<file path="src/sv/mtfe_pkg.sv">
// Shared types and constants for the move-to-front tile pair encoder.
// No dependencies; imported by every module of the block.
package mtfe_pkg;

   localparam int TILE_W          = 11;
   localparam int CODE_W          = 12;
   localparam int LEN_W           = 4;
   localparam int QUEUE_DEPTH_DEF = 16;
   localparam int ITEM_DEPTH      = 2;
   localparam int RSP_DEPTH       = 4;

   localparam logic [CODE_W-1:0] HIT_MARK = CODE_W'(16);
   localparam logic [LEN_W-1:0]  HIT_LEN  = LEN_W'(5);
   localparam logic [LEN_W-1:0]  LIT_LEN  = LEN_W'(12);
   localparam logic [LEN_W-1:0]  FLAG_LEN = LEN_W'(1);

   // classified pair waiting for the back end
   typedef struct packed {
      logic              first_of_set;
      logic [TILE_W-1:0] left_tile;
      logic [TILE_W-1:0] right_tile;
      logic              match;
   } item_type;

   typedef struct packed {
      logic [CODE_W-1:0] code_bits;
      logic [LEN_W-1:0]  code_length;
      logic              last_of_pair;
   } rsp_type;

   // up to two code words written per cycle
   typedef struct packed {
      logic    en0;
      logic    en1;
      rsp_type d0;
      rsp_type d1;
   } rsp_wr_type;

endpackage

</file>
<file path="src/sv/mtfe_front.sv">
// Front end: accepts tile pairs, computes the right-tile prediction match,
// and holds classified pairs in a two-entry queue. Uses mtfe_pkg.
module mtfe_front (
   input  logic                           clock,
   input  logic                           reset,
   input  logic                           push,
   output logic                           full,
   input  logic                           req_first_of_set,
   input  logic [mtfe_pkg::TILE_W-1:0]    req_left_tile,
   input  logic                           req_left_hflip,
   input  logic [mtfe_pkg::TILE_W-1:0]    req_right_tile,
   output logic                           item_valid,
   output mtfe_pkg::item_type             item,
   input  logic                           item_pop
);
   import mtfe_pkg::*;

   localparam int PW = $clog2(ITEM_DEPTH);

   item_type          mem [ITEM_DEPTH];
   logic [PW-1:0]     wr_ptr_ff, wr_ptr_in;
   logic [PW-1:0]     rd_ptr_ff, rd_ptr_in;
   logic [PW:0]       count_ff, count_in;
   logic              wr_ok;
   logic              match;
   item_type          wr_item;

   always_comb begin
      // compare in one extra bit so left+1 never wraps
      if (req_left_hflip) begin
         match = (req_left_tile != '0) &&
                 (req_right_tile == req_left_tile - TILE_W'(1));
      end else begin
         match = ({1'b0, req_right_tile} == ({1'b0, req_left_tile} + (TILE_W+1)'(1)));
      end
      wr_item.first_of_set = req_first_of_set;
      wr_item.left_tile    = req_left_tile;
      wr_item.right_tile   = req_right_tile;
      wr_item.match        = match;
   end

   assign full       = (count_ff == (PW+1)'(ITEM_DEPTH));
   assign wr_ok      = push && !full;
   assign item_valid = (count_ff != '0);
   assign item       = mem[rd_ptr_ff];

   always_comb begin
      wr_ptr_in = wr_ok ? wr_ptr_ff + PW'(1) : wr_ptr_ff;
      rd_ptr_in = item_pop ? rd_ptr_ff + PW'(1) : rd_ptr_ff;
      count_in  = count_ff + (PW+1)'(wr_ok) - (PW+1)'(item_pop);
   end

   always_ff @(posedge clock) begin
      if (wr_ok) begin
         mem[wr_ptr_ff] <= wr_item;
      end
   end

   always_ff @(posedge clock) begin
      if (reset) begin
         wr_ptr_ff <= '0;
         rd_ptr_ff <= '0;
         count_ff  <= '0;
      end else begin
         wr_ptr_ff <= wr_ptr_in;
         rd_ptr_ff <= rd_ptr_in;
         count_ff  <= count_in;
      end
   end

endmodule

</file>
<file path="src/sv/mtfe_back.sv">
// Back end: move-to-front queue with one compare-and-shift per cycle while the result
// queue has room, and a two-phase sequencer (left tile, then right tile unless predicted). Uses mtfe_pkg.
module mtfe_back #(
   parameter int QUEUE_DEPTH = mtfe_pkg::QUEUE_DEPTH_DEF
) (
   input  logic                 clock,
   input  logic                 reset,
   input  logic                 item_valid,
   input  mtfe_pkg::item_type   item,
   output logic                 item_pop,
   input  logic                 room1,
   input  logic                 room2,
   output mtfe_pkg::rsp_wr_type wr
);
   import mtfe_pkg::*;

   localparam int PW = (QUEUE_DEPTH > 1) ? $clog2(QUEUE_DEPTH) : 1;
   localparam logic PH_LEFT  = 1'b0;
   localparam logic PH_RIGHT = 1'b1;

   logic [TILE_W-1:0] tiles_ff [QUEUE_DEPTH];
   logic [TILE_W-1:0] tiles_in [QUEUE_DEPTH];
   logic [TILE_W-1:0] base     [QUEUE_DEPTH];
   logic              phase_ff, phase_in;
   logic [TILE_W-1:0] tile;
   logic              hit;
   logic [PW-1:0]     pos;
   logic [PW-1:0]     last_pos;
   logic              go;
   logic [CODE_W-1:0] code;

   always_comb begin
      tile = (phase_ff == PH_RIGHT) ? item.right_tile : item.left_tile;
      for (int i = 0; i < QUEUE_DEPTH; i++) begin
         base[i] = (phase_ff == PH_LEFT && item.first_of_set) ? '0 : tiles_ff[i];
      end
      // lowest matching entry wins
      hit = 1'b0;
      pos = '0;
      for (int i = QUEUE_DEPTH - 1; i >= 0; i--) begin
         if (base[i] == tile) begin
            hit = 1'b1;
            pos = PW'(i);
         end
      end
      // a miss shifts the whole queue, dropping the last entry
      last_pos = hit ? pos : PW'(QUEUE_DEPTH - 1);
      for (int i = 0; i < QUEUE_DEPTH; i++) begin
         if (i == 0) begin
            tiles_in[i] = tile;
         end else if (PW'(i) <= last_pos) begin
            tiles_in[i] = base[i-1];
         end else begin
            tiles_in[i] = base[i];
         end
      end
      code = hit ? (HIT_MARK + CODE_W'(pos)) : {1'b0, tile};
   end

   always_comb begin
      go = item_valid && ((phase_ff == PH_LEFT) ? room2 : room1);

      wr.en0            = go;
      wr.d0.code_bits    = code;
      wr.d0.code_length  = hit ? HIT_LEN : LIT_LEN;
      wr.d0.last_of_pair = (phase_ff == PH_RIGHT);

      wr.en1            = go && (phase_ff == PH_LEFT);
      wr.d1.code_bits    = CODE_W'(item.match);
      wr.d1.code_length  = FLAG_LEN;
      wr.d1.last_of_pair = item.match;

      item_pop = go && ((phase_ff == PH_RIGHT) || item.match);

      phase_in = phase_ff;
      if (go) begin
         phase_in = (phase_ff == PH_LEFT && !item.match) ? PH_RIGHT : PH_LEFT;
      end
   end

   always_ff @(posedge clock) begin
      if (reset) begin
         phase_ff <= PH_LEFT;
         for (int i = 0; i < QUEUE_DEPTH; i++) begin
            tiles_ff[i] <= '0;
         end
      end else begin
         phase_ff <= phase_in;
         if (go) begin
            for (int i = 0; i < QUEUE_DEPTH; i++) begin
               tiles_ff[i] <= tiles_in[i];
            end
         end
      end
   end

endmodule

</file>
<file path="src/sv/mtfe_rsp_fifo.sv">
// Result queue: four code words, up to two written and one read per cycle.
// Uses mtfe_pkg.
module mtfe_rsp_fifo (
   input  logic                              clock,
   input  logic                              reset,
   input  mtfe_pkg::rsp_wr_type              wr,
   output logic                              room1,
   output logic                              room2,
   output logic                              empty,
   input  logic                              pop,
   output logic [mtfe_pkg::CODE_W-1:0]       rsp_code_bits,
   output logic [mtfe_pkg::LEN_W-1:0]        rsp_code_length,
   output logic                              rsp_last_of_pair
);
   import mtfe_pkg::*;

   localparam int PW = $clog2(RSP_DEPTH);

   rsp_type       mem [RSP_DEPTH];
   logic [PW-1:0] wr_ptr_ff, wr_ptr_in;
   logic [PW-1:0] rd_ptr_ff, rd_ptr_in;
   logic [PW:0]   count_ff, count_in;
   logic          rd_ok;
   rsp_type       head;

   assign empty = (count_ff == '0);
   assign room1 = (count_ff <= (PW+1)'(RSP_DEPTH - 1));
   assign room2 = (count_ff <= (PW+1)'(RSP_DEPTH - 2));
   assign rd_ok = pop && !empty;
   assign head  = mem[rd_ptr_ff];

   assign rsp_code_bits    = head.code_bits;
   assign rsp_code_length  = head.code_length;
   assign rsp_last_of_pair = head.last_of_pair;

   always_comb begin
      wr_ptr_in = wr_ptr_ff + PW'(wr.en0) + PW'(wr.en1);
      rd_ptr_in = rd_ok ? rd_ptr_ff + PW'(1) : rd_ptr_ff;
      count_in  = count_ff + (PW+1)'(wr.en0) + (PW+1)'(wr.en1) - (PW+1)'(rd_ok);
   end

   always_ff @(posedge clock) begin
      if (wr.en0) begin
         mem[wr_ptr_ff] <= wr.d0;
      end
      if (wr.en1) begin
         mem[wr_ptr_ff + PW'(1)] <= wr.d1;
      end
   end

   always_ff @(posedge clock) begin
      if (reset) begin
         wr_ptr_ff <= '0;
         rd_ptr_ff <= '0;
         count_ff  <= '0;
      end else begin
         wr_ptr_ff <= wr_ptr_in;
         rd_ptr_ff <= rd_ptr_in;
         count_ff  <= count_in;
      end
   end

endmodule

</file>
<file path="src/sv/mtf_tile_pair_encoder_unit.sv">
// Move-to-front tile pair encoder, top level. Depends on mtfe_pkg, mtfe_front,
// mtfe_back and mtfe_rsp_fifo.
// Each pair gives two code words when the right tile is predicted, else three; the
// result port hands out one word per cycle while pop is held, and the pair queue can
// take a new pair while the back end is still working on an earlier one.
// Reset: recent-tile queue all zeros, pair and result queues empty.
module mtf_tile_pair_encoder_unit #(
   parameter int QUEUE_DEPTH = mtfe_pkg::QUEUE_DEPTH_DEF
) (
   input  logic                         clock,
   input  logic                         reset,
   input  logic                         push,
   output logic                         full,
   input  logic                         req_first_of_set,
   input  logic [mtfe_pkg::TILE_W-1:0]  req_left_tile,
   input  logic                         req_left_hflip,
   input  logic [mtfe_pkg::TILE_W-1:0]  req_right_tile,
   output logic                         empty,
   input  logic                         pop,
   output logic [mtfe_pkg::CODE_W-1:0]  rsp_code_bits,
   output logic [mtfe_pkg::LEN_W-1:0]   rsp_code_length,
   output logic                         rsp_last_of_pair
);
   import mtfe_pkg::*;

   logic       item_valid;
   item_type   item;
   logic       item_pop;
   logic       room1;
   logic       room2;
   rsp_wr_type wr;

   mtfe_front u_front (
      .clock            (clock),
      .reset            (reset),
      .push             (push),
      .full             (full),
      .req_first_of_set (req_first_of_set),
      .req_left_tile    (req_left_tile),
      .req_left_hflip   (req_left_hflip),
      .req_right_tile   (req_right_tile),
      .item_valid       (item_valid),
      .item             (item),
      .item_pop         (item_pop)
   );

   mtfe_back #(
      .QUEUE_DEPTH (QUEUE_DEPTH)
   ) u_back (
      .clock      (clock),
      .reset      (reset),
      .item_valid (item_valid),
      .item       (item),
      .item_pop   (item_pop),
      .room1      (room1),
      .room2      (room2),
      .wr         (wr)
   );

   mtfe_rsp_fifo u_rsp_fifo (
      .clock            (clock),
      .reset            (reset),
      .wr               (wr),
      .room1            (room1),
      .room2            (room2),
      .empty            (empty),
      .pop              (pop),
      .rsp_code_bits    (rsp_code_bits),
      .rsp_code_length  (rsp_code_length),
      .rsp_last_of_pair (rsp_last_of_pair)
   );

   a_reset_empty: assert property (@(posedge clock)
      reset |=> (empty && !full))
      else $error("queues not empty after reset");

   a_pop_has_item: assert property (@(posedge clock) disable iff (reset)
      item_pop |-> item_valid)
      else $error("back end retired a pair with none pending");

   a_flag_with_left: assert property (@(posedge clock) disable iff (reset)
      wr.en1 |-> wr.en0)
      else $error("flag word written without its left code");

   a_pop_marks_last: assert property (@(posedge clock) disable iff (reset)
      item_pop |-> ((wr.en1 && wr.d1.last_of_pair) ||
                    (wr.en0 && !wr.en1 && wr.d0.last_of_pair)))
      else $error("pair retired without a final code word");

endmodule

</file>
<file path="config.mk">
export PLATFORM = sky130hd
export DESIGN_NAME = mtf_tile_pair_encoder_unit
export DESIGN_NICKNAME = d
export VERILOG_FILES = /design/src/sv/mtfe_pkg.sv /design/src/sv/mtfe_front.sv /design/src/sv/mtfe_back.sv /design/src/sv/mtfe_rsp_fifo.sv /design/src/sv/mtf_tile_pair_encoder_unit.sv
export SDC_FILE = /design/constraint.sdc
export NUM_CORES = 1
export LEC_CHECK = 0
export ABC_AREA = 0
export BUFFER_PORTS_ARGS = -buffer_cell sky130_fd_sc_hd__buf_4
export CAP_MARGIN = 20
export CORE_MARGIN = 1.5
export CORE_UTILIZATION = 25
export DETAILED_ROUTE_END_ITERATION = 12
export PLACE_DENSITY = 0.38
export RECOVER_POWER = 50
export SLEW_MARGIN = 10
export SYNTH_ARGS = -nofsm -noshare
export SYNTH_HDL_FRONTEND = slang
export SYNTH_SLANG_ARGS = --single-unit
export TNS_END_PERCENT = 100
</file>
<file path="constraint.sdc">
create_clock -name clock -period 5.95 [get_ports clock]
set_input_delay 0 -clock clock [delete_from_list [all_inputs] [get_ports clock]]
set_output_delay 0 -clock clock [all_outputs]
set_load 0.05 [all_outputs]
</file>
==> results of run 1 <==
registers in the layout, summed over array words and instances (netlist names), named ones only:
| register | count |
|---|---|
| u_rsp_fifo.count_ff | 3 |
| u_back.phase_ff | 1 |
| u_rsp_fifo.mem | 60 |
| u_front.wr_ptr_ff | 1 |
| u_back.tiles_ff | 176 |
| u_front.count_ff | 2 |
| u_rsp_fifo.wr_ptr_ff | 2 |
| u_front.mem | 48 |
| u_rsp_fifo.rd_ptr_ff | 2 |
| u_front.rd_ptr_ff | 1 |
power by group through the flow:
stage / Combinational, W / Clock (W) / Sequential, W
2_1_floorplan: 0.00356 / 0 / 0.00364
3_3_place_gp: 0.00523 / 0 / 0.00409
3_5_place_dp: 0.00527 / 0 / 0.00410
4_1_cts: 0.00530 / 0.00231 / 0.00407
5_1_grt: 0.00561 / 0.00239 / 0.00417
6_report: 0.00520 / 0.00225 / 0.00408
repair_timing:
| item | CTS | global route |
|---|---|---|
| setup endpoints to repair | 0 | 0 |
| hold endpoints to repair | 63 | 0 |
| hold buffers | 27 | 0 |
worst reg2reg max path: stages (launching register included):
cell	delay, ns
dfxtp_2	0.76
inv_1	0.69
a21boi_0	0.84
clkbuf_1	0.47
a32oi_1	0.19
a32oi_1	0.24
and4b_1	0.32
a21oi_1	0.13
a211oi_2	0.36
o22ai_2	0.24
o311ai_1	0.51
buf_4	0.29
o21ai_0	0.11
cells by family after synthesis:
kind of cell / count (synthesis) / synth area share
and+or+nand+nor: 715 / 0.1969
AOI/OAI and AO/OA: 475 / 0.1588
DFF: 299 / 0.4576
buffers and inverters: 178 / 0.04541
xor gates and xnor gates: 126 / 0.06078
muxes: 99 / 0.07291
adders and majority gates: 9 / 0.007443
other: 1 / 0.0002065
per-layer routing:
layer,global-route usage,up-vias,routed length (um)
met5,0,-,0
met4,0.04678,0,1452
met3,0.02443,74,3621
met2,0.2969,445,32190
met1,0.2683,7777,32850
li1,-,7093,-
area by class of cell:
| type | instances | share of cell area |
|---|---|---|
| Multi-Input combinational cell | 1426 | 0.4337 |
| Sequential cell | 299 | 0.3976 |
| Clock inverter | 14 | 0.005867 |
| Inverter | 40 | 0.007184 |
| Timing Repair Buffer | 143 | 0.04813 |
| Clock buffer | 53 | 0.05065 |
| Tap cell | 950 | 0.05688 |
placed cells by master (no fill, tap or decap), types with 27 or more instances in the layout:
cell type,n
xnor2_1,101
nor2b_1,34
nand4b_1,35
edfxtp_1,232
nand2_1,207
o21ai_0,186
clkbuf_16,39
dfxtp_1,66
mux2i_1,66
inv_1,40
nand4_1,29
a21oi_1,118
dlygate4sd3_1,27
clkbuf_1,57
nor2_1,180
buf_4,67
nand3_1,107
path summary, 6_finish.rpt:
path	slack (ns)	to	cells after the start	start
worst min-delay path	0.26	u_front.mem[0][23]	2	req_first_of_set
worst min register to register	0.45	u_rsp_fifo.mem[2][6]	2	u_rsp_fifo.mem[2][6]
worst max-delay path	0.53	u_back.tiles_ff[0][99]	12	u_back.phase_ff
worst max register to register	0.53	u_back.tiles_ff[0][99]	12	u_back.phase_ff
through the flow:
step | utilization | setup slack [ns] | power (W) | hold WS, ns
finish | 0.2913 | 0.5260 | 0.01153 | 0.2594
global route | 0.2913 | 0.3962 | 0.01216 | 0.2802
CTS | 0.2940 | 0.9420 | 0.01168 | 0.1644
detailed placement | 0.2738 | 0.9900 | 0.009368 | 0.2139
global placement | 0.2735 | 0.9706 | 0.009322 | 0.2076
floorplan | - | 1.231 | 0.007199 | 0.09887
==> out/results.tsv, run 1 <==
metric	value	unit
Switching Share	0.4641	
io pins	47	
Die H	272.5	um
Pleak	7.102	nW
vias	15390	
Netlist cell types	87	
Finished Layout Cells	2925	
worst-case clock buffer depth	3	
area occupied by multi-input gates	0.009064	mm2
min cycle time layout	5.424	ns
worst path cell trace	inv_1 -> a21boi_0 -> clkbuf_1 -> a32oi_1 -> a32oi_1 -> and4b_1 -> a21oi_1 -> a211oi_2 -> o22ai_2 -> o311ai_1 -> buf_4 -> o21ai_0	
Buffers & Inverters on Critical Path	3	
number of enable flip-flop cells after synthesis	232	
sequential share of the synthesized area	0.4576	
mapped cell area	0.01816	mm2
element type at the critical path start	flip-flop	
Syn Area/Cell	9.546	um2
Slowest cell on crit path	a21boi_0	
clock latency on the worst-skew pair	0.57	ns
Register Area	0.008309	mm2
share of cells above drive strength 1	0.09772	
GRT Residual Overflow	0	
Max Cap Viol	2	
start-to-end type of the worst setup path	flip-flop to flip-flop	
failing checks	capacitance limit, slew limit	
GP Congestion	0.8608	
post-CTS setup buffers	0	
initial antenna violation count	0	
CTS tree	built	
NetSw	0.005350	W
Max Slew Vio Count	66	
worst-case clock skew	0.01962	ns
Cell Pwr Density	551.5	mW/mm2
Via density	5.261	
pin count of the biggest net entering global routing	57	
crit-path leading delay family	compound AO/OA/AOI/OAI gates	
top post-synthesis cells by count	232 x edfxtp_1, 208 x nand2_1, 186 x o21ai_0	
Tcrit/Tclk final	0.9116	
DR WL/cell	23.97	um
crit path DAT	5.72	ns
worst hold path class	primary input to flip-flop	
Seq cells post-synth	299	
DRC errors left	0	
Antenna Nets Post-Route	0	
PortBufs	44	
Post-DP Area	0.01964	mm2
CTS H-tree depth	2	
Worst VDD drop	221.9	uV
# diodes	0	
first-pass GRT wire length	104300	um
die area	0.07425	mm2
Core Region	0.07173	mm2
Worst slew margin	-0.1818	
leading area contributor after synthesis	edfxtp_1	
main flop type after synthesis	edfxtp_1	
synth top area cells	edfxtp_1 38%, dfxtp_1 7.4%, o21ai_0 5.1%	
Synth top area share	0.3837	
final setup fails	0	
Placed Cells	2831	
post-CTS sizing	0	
final HPWL from detailed placement	49100	um
DIE WIDTH	272.5	um
CP max FO	26	
count leader, synth	edfxtp_1	
area grow syn2layout	15.11	%
Final Hold Vio Count	0	
Mapped Cells	1902	
fillcell total	7534	
Clock Sinks	299	
clk root buf	clkbuf_16	
Int Pwr	0.006176	W
RSZ-0062 raised after global routing	false	
sequential share of power	0.354	
crit-path max cell delay	0.83	ns
Setup crit end kind	flip-flop	
status	finished, violations left	
Nets	1986	
total CTS buffers	39	
final wirelength	70120	um
drt initial violations	1413	
Finished Cell Area	0.02090	mm2
Worst-path clk slew	0.06	ns
WP data required	6.24	ns
Rows	98	
vias in the first global route	14990	
most used cell, CP	a32oi_1	
Comb power frac	0.451	
worst slew pin tran	1.773	ns
DRT Pass-1 Iters	8	
Achievable Freq	184.4	MHz
async set-reset flop share out of synthesis	0	
YS warnings	0	
TNS Setup	0	ns
Initial Util	0.2531	
Total GRT Usage	0.1873	
Clock power frac	0.195	
(Power assumes the default switching activity.)
==> inputs of run 2 (changes only) <==
--- a/config.mk
+++ b/config.mk
@@ -10,6 +10,7 @@
 export CAP_MARGIN = 20
 export CORE_MARGIN = 1.5
 export CORE_UTILIZATION = 25
+export CTS_BUF_LIST = sky130_fd_sc_hd__clkbuf_4 sky130_fd_sc_hd__clkbuf_8
 export DETAILED_ROUTE_END_ITERATION = 12
 export PLACE_DENSITY = 0.38
 export RECOVER_POWER = 50
==> run 2 against run 1 <==
Compared with the run above:
- the flow still finishes with violations (capacitance limit, slew limit)
- routed wire length rose by 0.48%
- final cell count rose by 1.3%
- register-to-register slack got worse by 0.11 ns
- largest power group unchanged
- sequential cell count did not move
- non-clock buffer count did not move
==> out/results.tsv, run 2 (synthesis gave the netlist of run 1 again) <==
metric	value	unit
status	finished, violations left	
failing checks	capacitance limit, slew limit	
RSZ-0062 raised after global routing	false	
Final Hold Vio Count	0	
drt initial violations	1483	
fillcell total	7540	
worst hold slack	0.1501	ns
Pleak	7.195	nW
Max Cap Viol	2	
GP Congestion	0.8608	
final core utilization	0.2927	
commonest non-fill, non-tap cell in the layout	edfxtp_1	
vias	15560	
final setup fails	0	
Worst slew margin	-0.1790	
DR WL/cell	23.78	um
Total GRT Usage	0.1874	
Slowest cell on crit path	a21boi_0	
Setup crit end kind	flip-flop	
PortBufs	44	
number of flip-flops in the largest register	176	
vias in the first global route	15240	
worst slew pin tran	1.769	ns
DIE WIDTH	272.5	um
Die H	272.5	um
min cycle time layout	5.535	ns
Finished Cell Area	0.02100	mm2
Nets	2004	
pin count of the biggest net entering global routing	57	
Worst VDD drop	180.9	uV
first-pass GRT wire length	104100	um
Post-DP Area	0.01964	mm2
Cell Pwr Density	554.0	mW/mm2
Top reg by flops	u_back.tiles_ff	
initial antenna violation count	1	
Tcrit/Tclk final	0.9303	
Worst-path clk slew	0.06	ns
GRT Residual Overflow	0	
DRT Pass-1 Iters	7	
Via density	5.252	
CP max FO	26	
Initial Util	0.2531	
worst hold path class	primary input to flip-flop	
total CTS buffers	57	
worst path cell trace	inv_1 -> a21boi_0 -> clkbuf_1 -> a32oi_1 -> a32oi_1 -> and4b_1 -> a21oi_1 -> a211oi_2 -> o22ai_2 -> o311ai_1 -> buf_4 -> o21ai_0	
CTS H-tree depth	2	
crit path DAT	5.94	ns
clock latency on the worst-skew pair	0.69	ns
Core Region	0.07173	mm2
Clock Sinks	299	
Rows	98	
worst-case clock buffer depth	3	
most frequent cells in the layout	232 x edfxtp_1, 207 x nand2_1, 186 x o21ai_0, 180 x nor2_1, 118 x a21oi_1	
crit-path max cell delay	0.83	ns
Max Slew Vio Count	66	
final HPWL from detailed placement	49100	um
final wirelength	70460	um
die area	0.07425	mm2
area grow syn2layout	15.64	%
WP data required	6.35	ns
share of cells above drive strength 1	0.1158	
io pins	47	
most used cell, CP	a32oi_1	
Antenna Nets Post-Route	0	
DRC errors left	0	
Achievable Freq	180.7	MHz
largest registers	u_back.tiles_ff: 176 flops, u_rsp_fifo.mem: 60 flops, u_front.mem: 48 flops	
start-to-end type of the worst setup path	flip-flop to flip-flop	
worst-case clock skew	0.03136	ns
CTS tree	built	
clk root buf	clkbuf_8	
element type at the critical path start	flip-flop	
TNS Setup	0	ns
## run 2: critical path: cells and delay by family, from the launching register on
family,cells,cell delay [ns]
AO/OA/AOI/OAI,8,2.66
buffers and inverters,3,1.46
flip-flops,1,0.77
AND/OR/NAND/NOR,1,0.32
## run 2: cell type report
type / count / area (um2) / share of cell area
tap: 950 / 1189 / 0.05661
antenna: 1 / 2.502 / 0.0001192
inverter: 40 / 150.1 / 0.007151
timing repair buffer: 143 / 1006 / 0.04791
clock buffer: 75 / 944.7 / 0.04499
multi-input combinational: 1426 / 9064 / 0.4317
sequential: 299 / 8309 / 0.3957
clock inverter: 29 / 331.6 / 0.01579
## run 2: final timing paths
check	from	to	slack [ns]	cells after the start
worst max-delay path	u_back.phase_ff	u_back.tiles_ff[0][99]	0.41	12
worst min-delay path	req_first_of_set	u_front.mem[0][23]	0.15	2
worst max register to register	u_back.phase_ff	u_back.tiles_ff[0][99]	0.41	12
worst min register to register	u_rsp_fifo.mem[2][6]	u_rsp_fifo.mem[2][6]	0.45	2
## run 2: stage by stage
step	cells	total power [W]	setup WS (ns)
detailed placement	2831	0.009368	0.9900
global route	2963	0.01226	0.3620
global placement	2829	0.009322	0.9706
floorplan	1903	0.007199	1.231
CTS	2962	0.01176	0.9237
finish	2963	0.01163	0.4147
## run 2: power by group
group	leakage, nW	internal, W	switching [W]	total, W
clock network	0.665	0.00134	0.000989	0.00233
logic	3.58	0.00174	0.00347	0.00521
registers	2.95	0.00315	0.000945	0.00409
total	7.19	0.00623	0.00540	0.0116
## run 2: per-layer routing
layer	vias up	share of wire	GRT usage
li1	7141	-	-
met3	112	0.052	0.03400
met2	433	0.46	0.2935
met4	0	0.027	0.05980
met5	-	0	0
met1	7877	0.46	0.2605
## run 2: repair_timing
item                      4_1_cts  5_1_grt
resized for setup               0        0
hold buffers                   27        0
buffers inserted                0        0
hold endpoints to repair      111        0
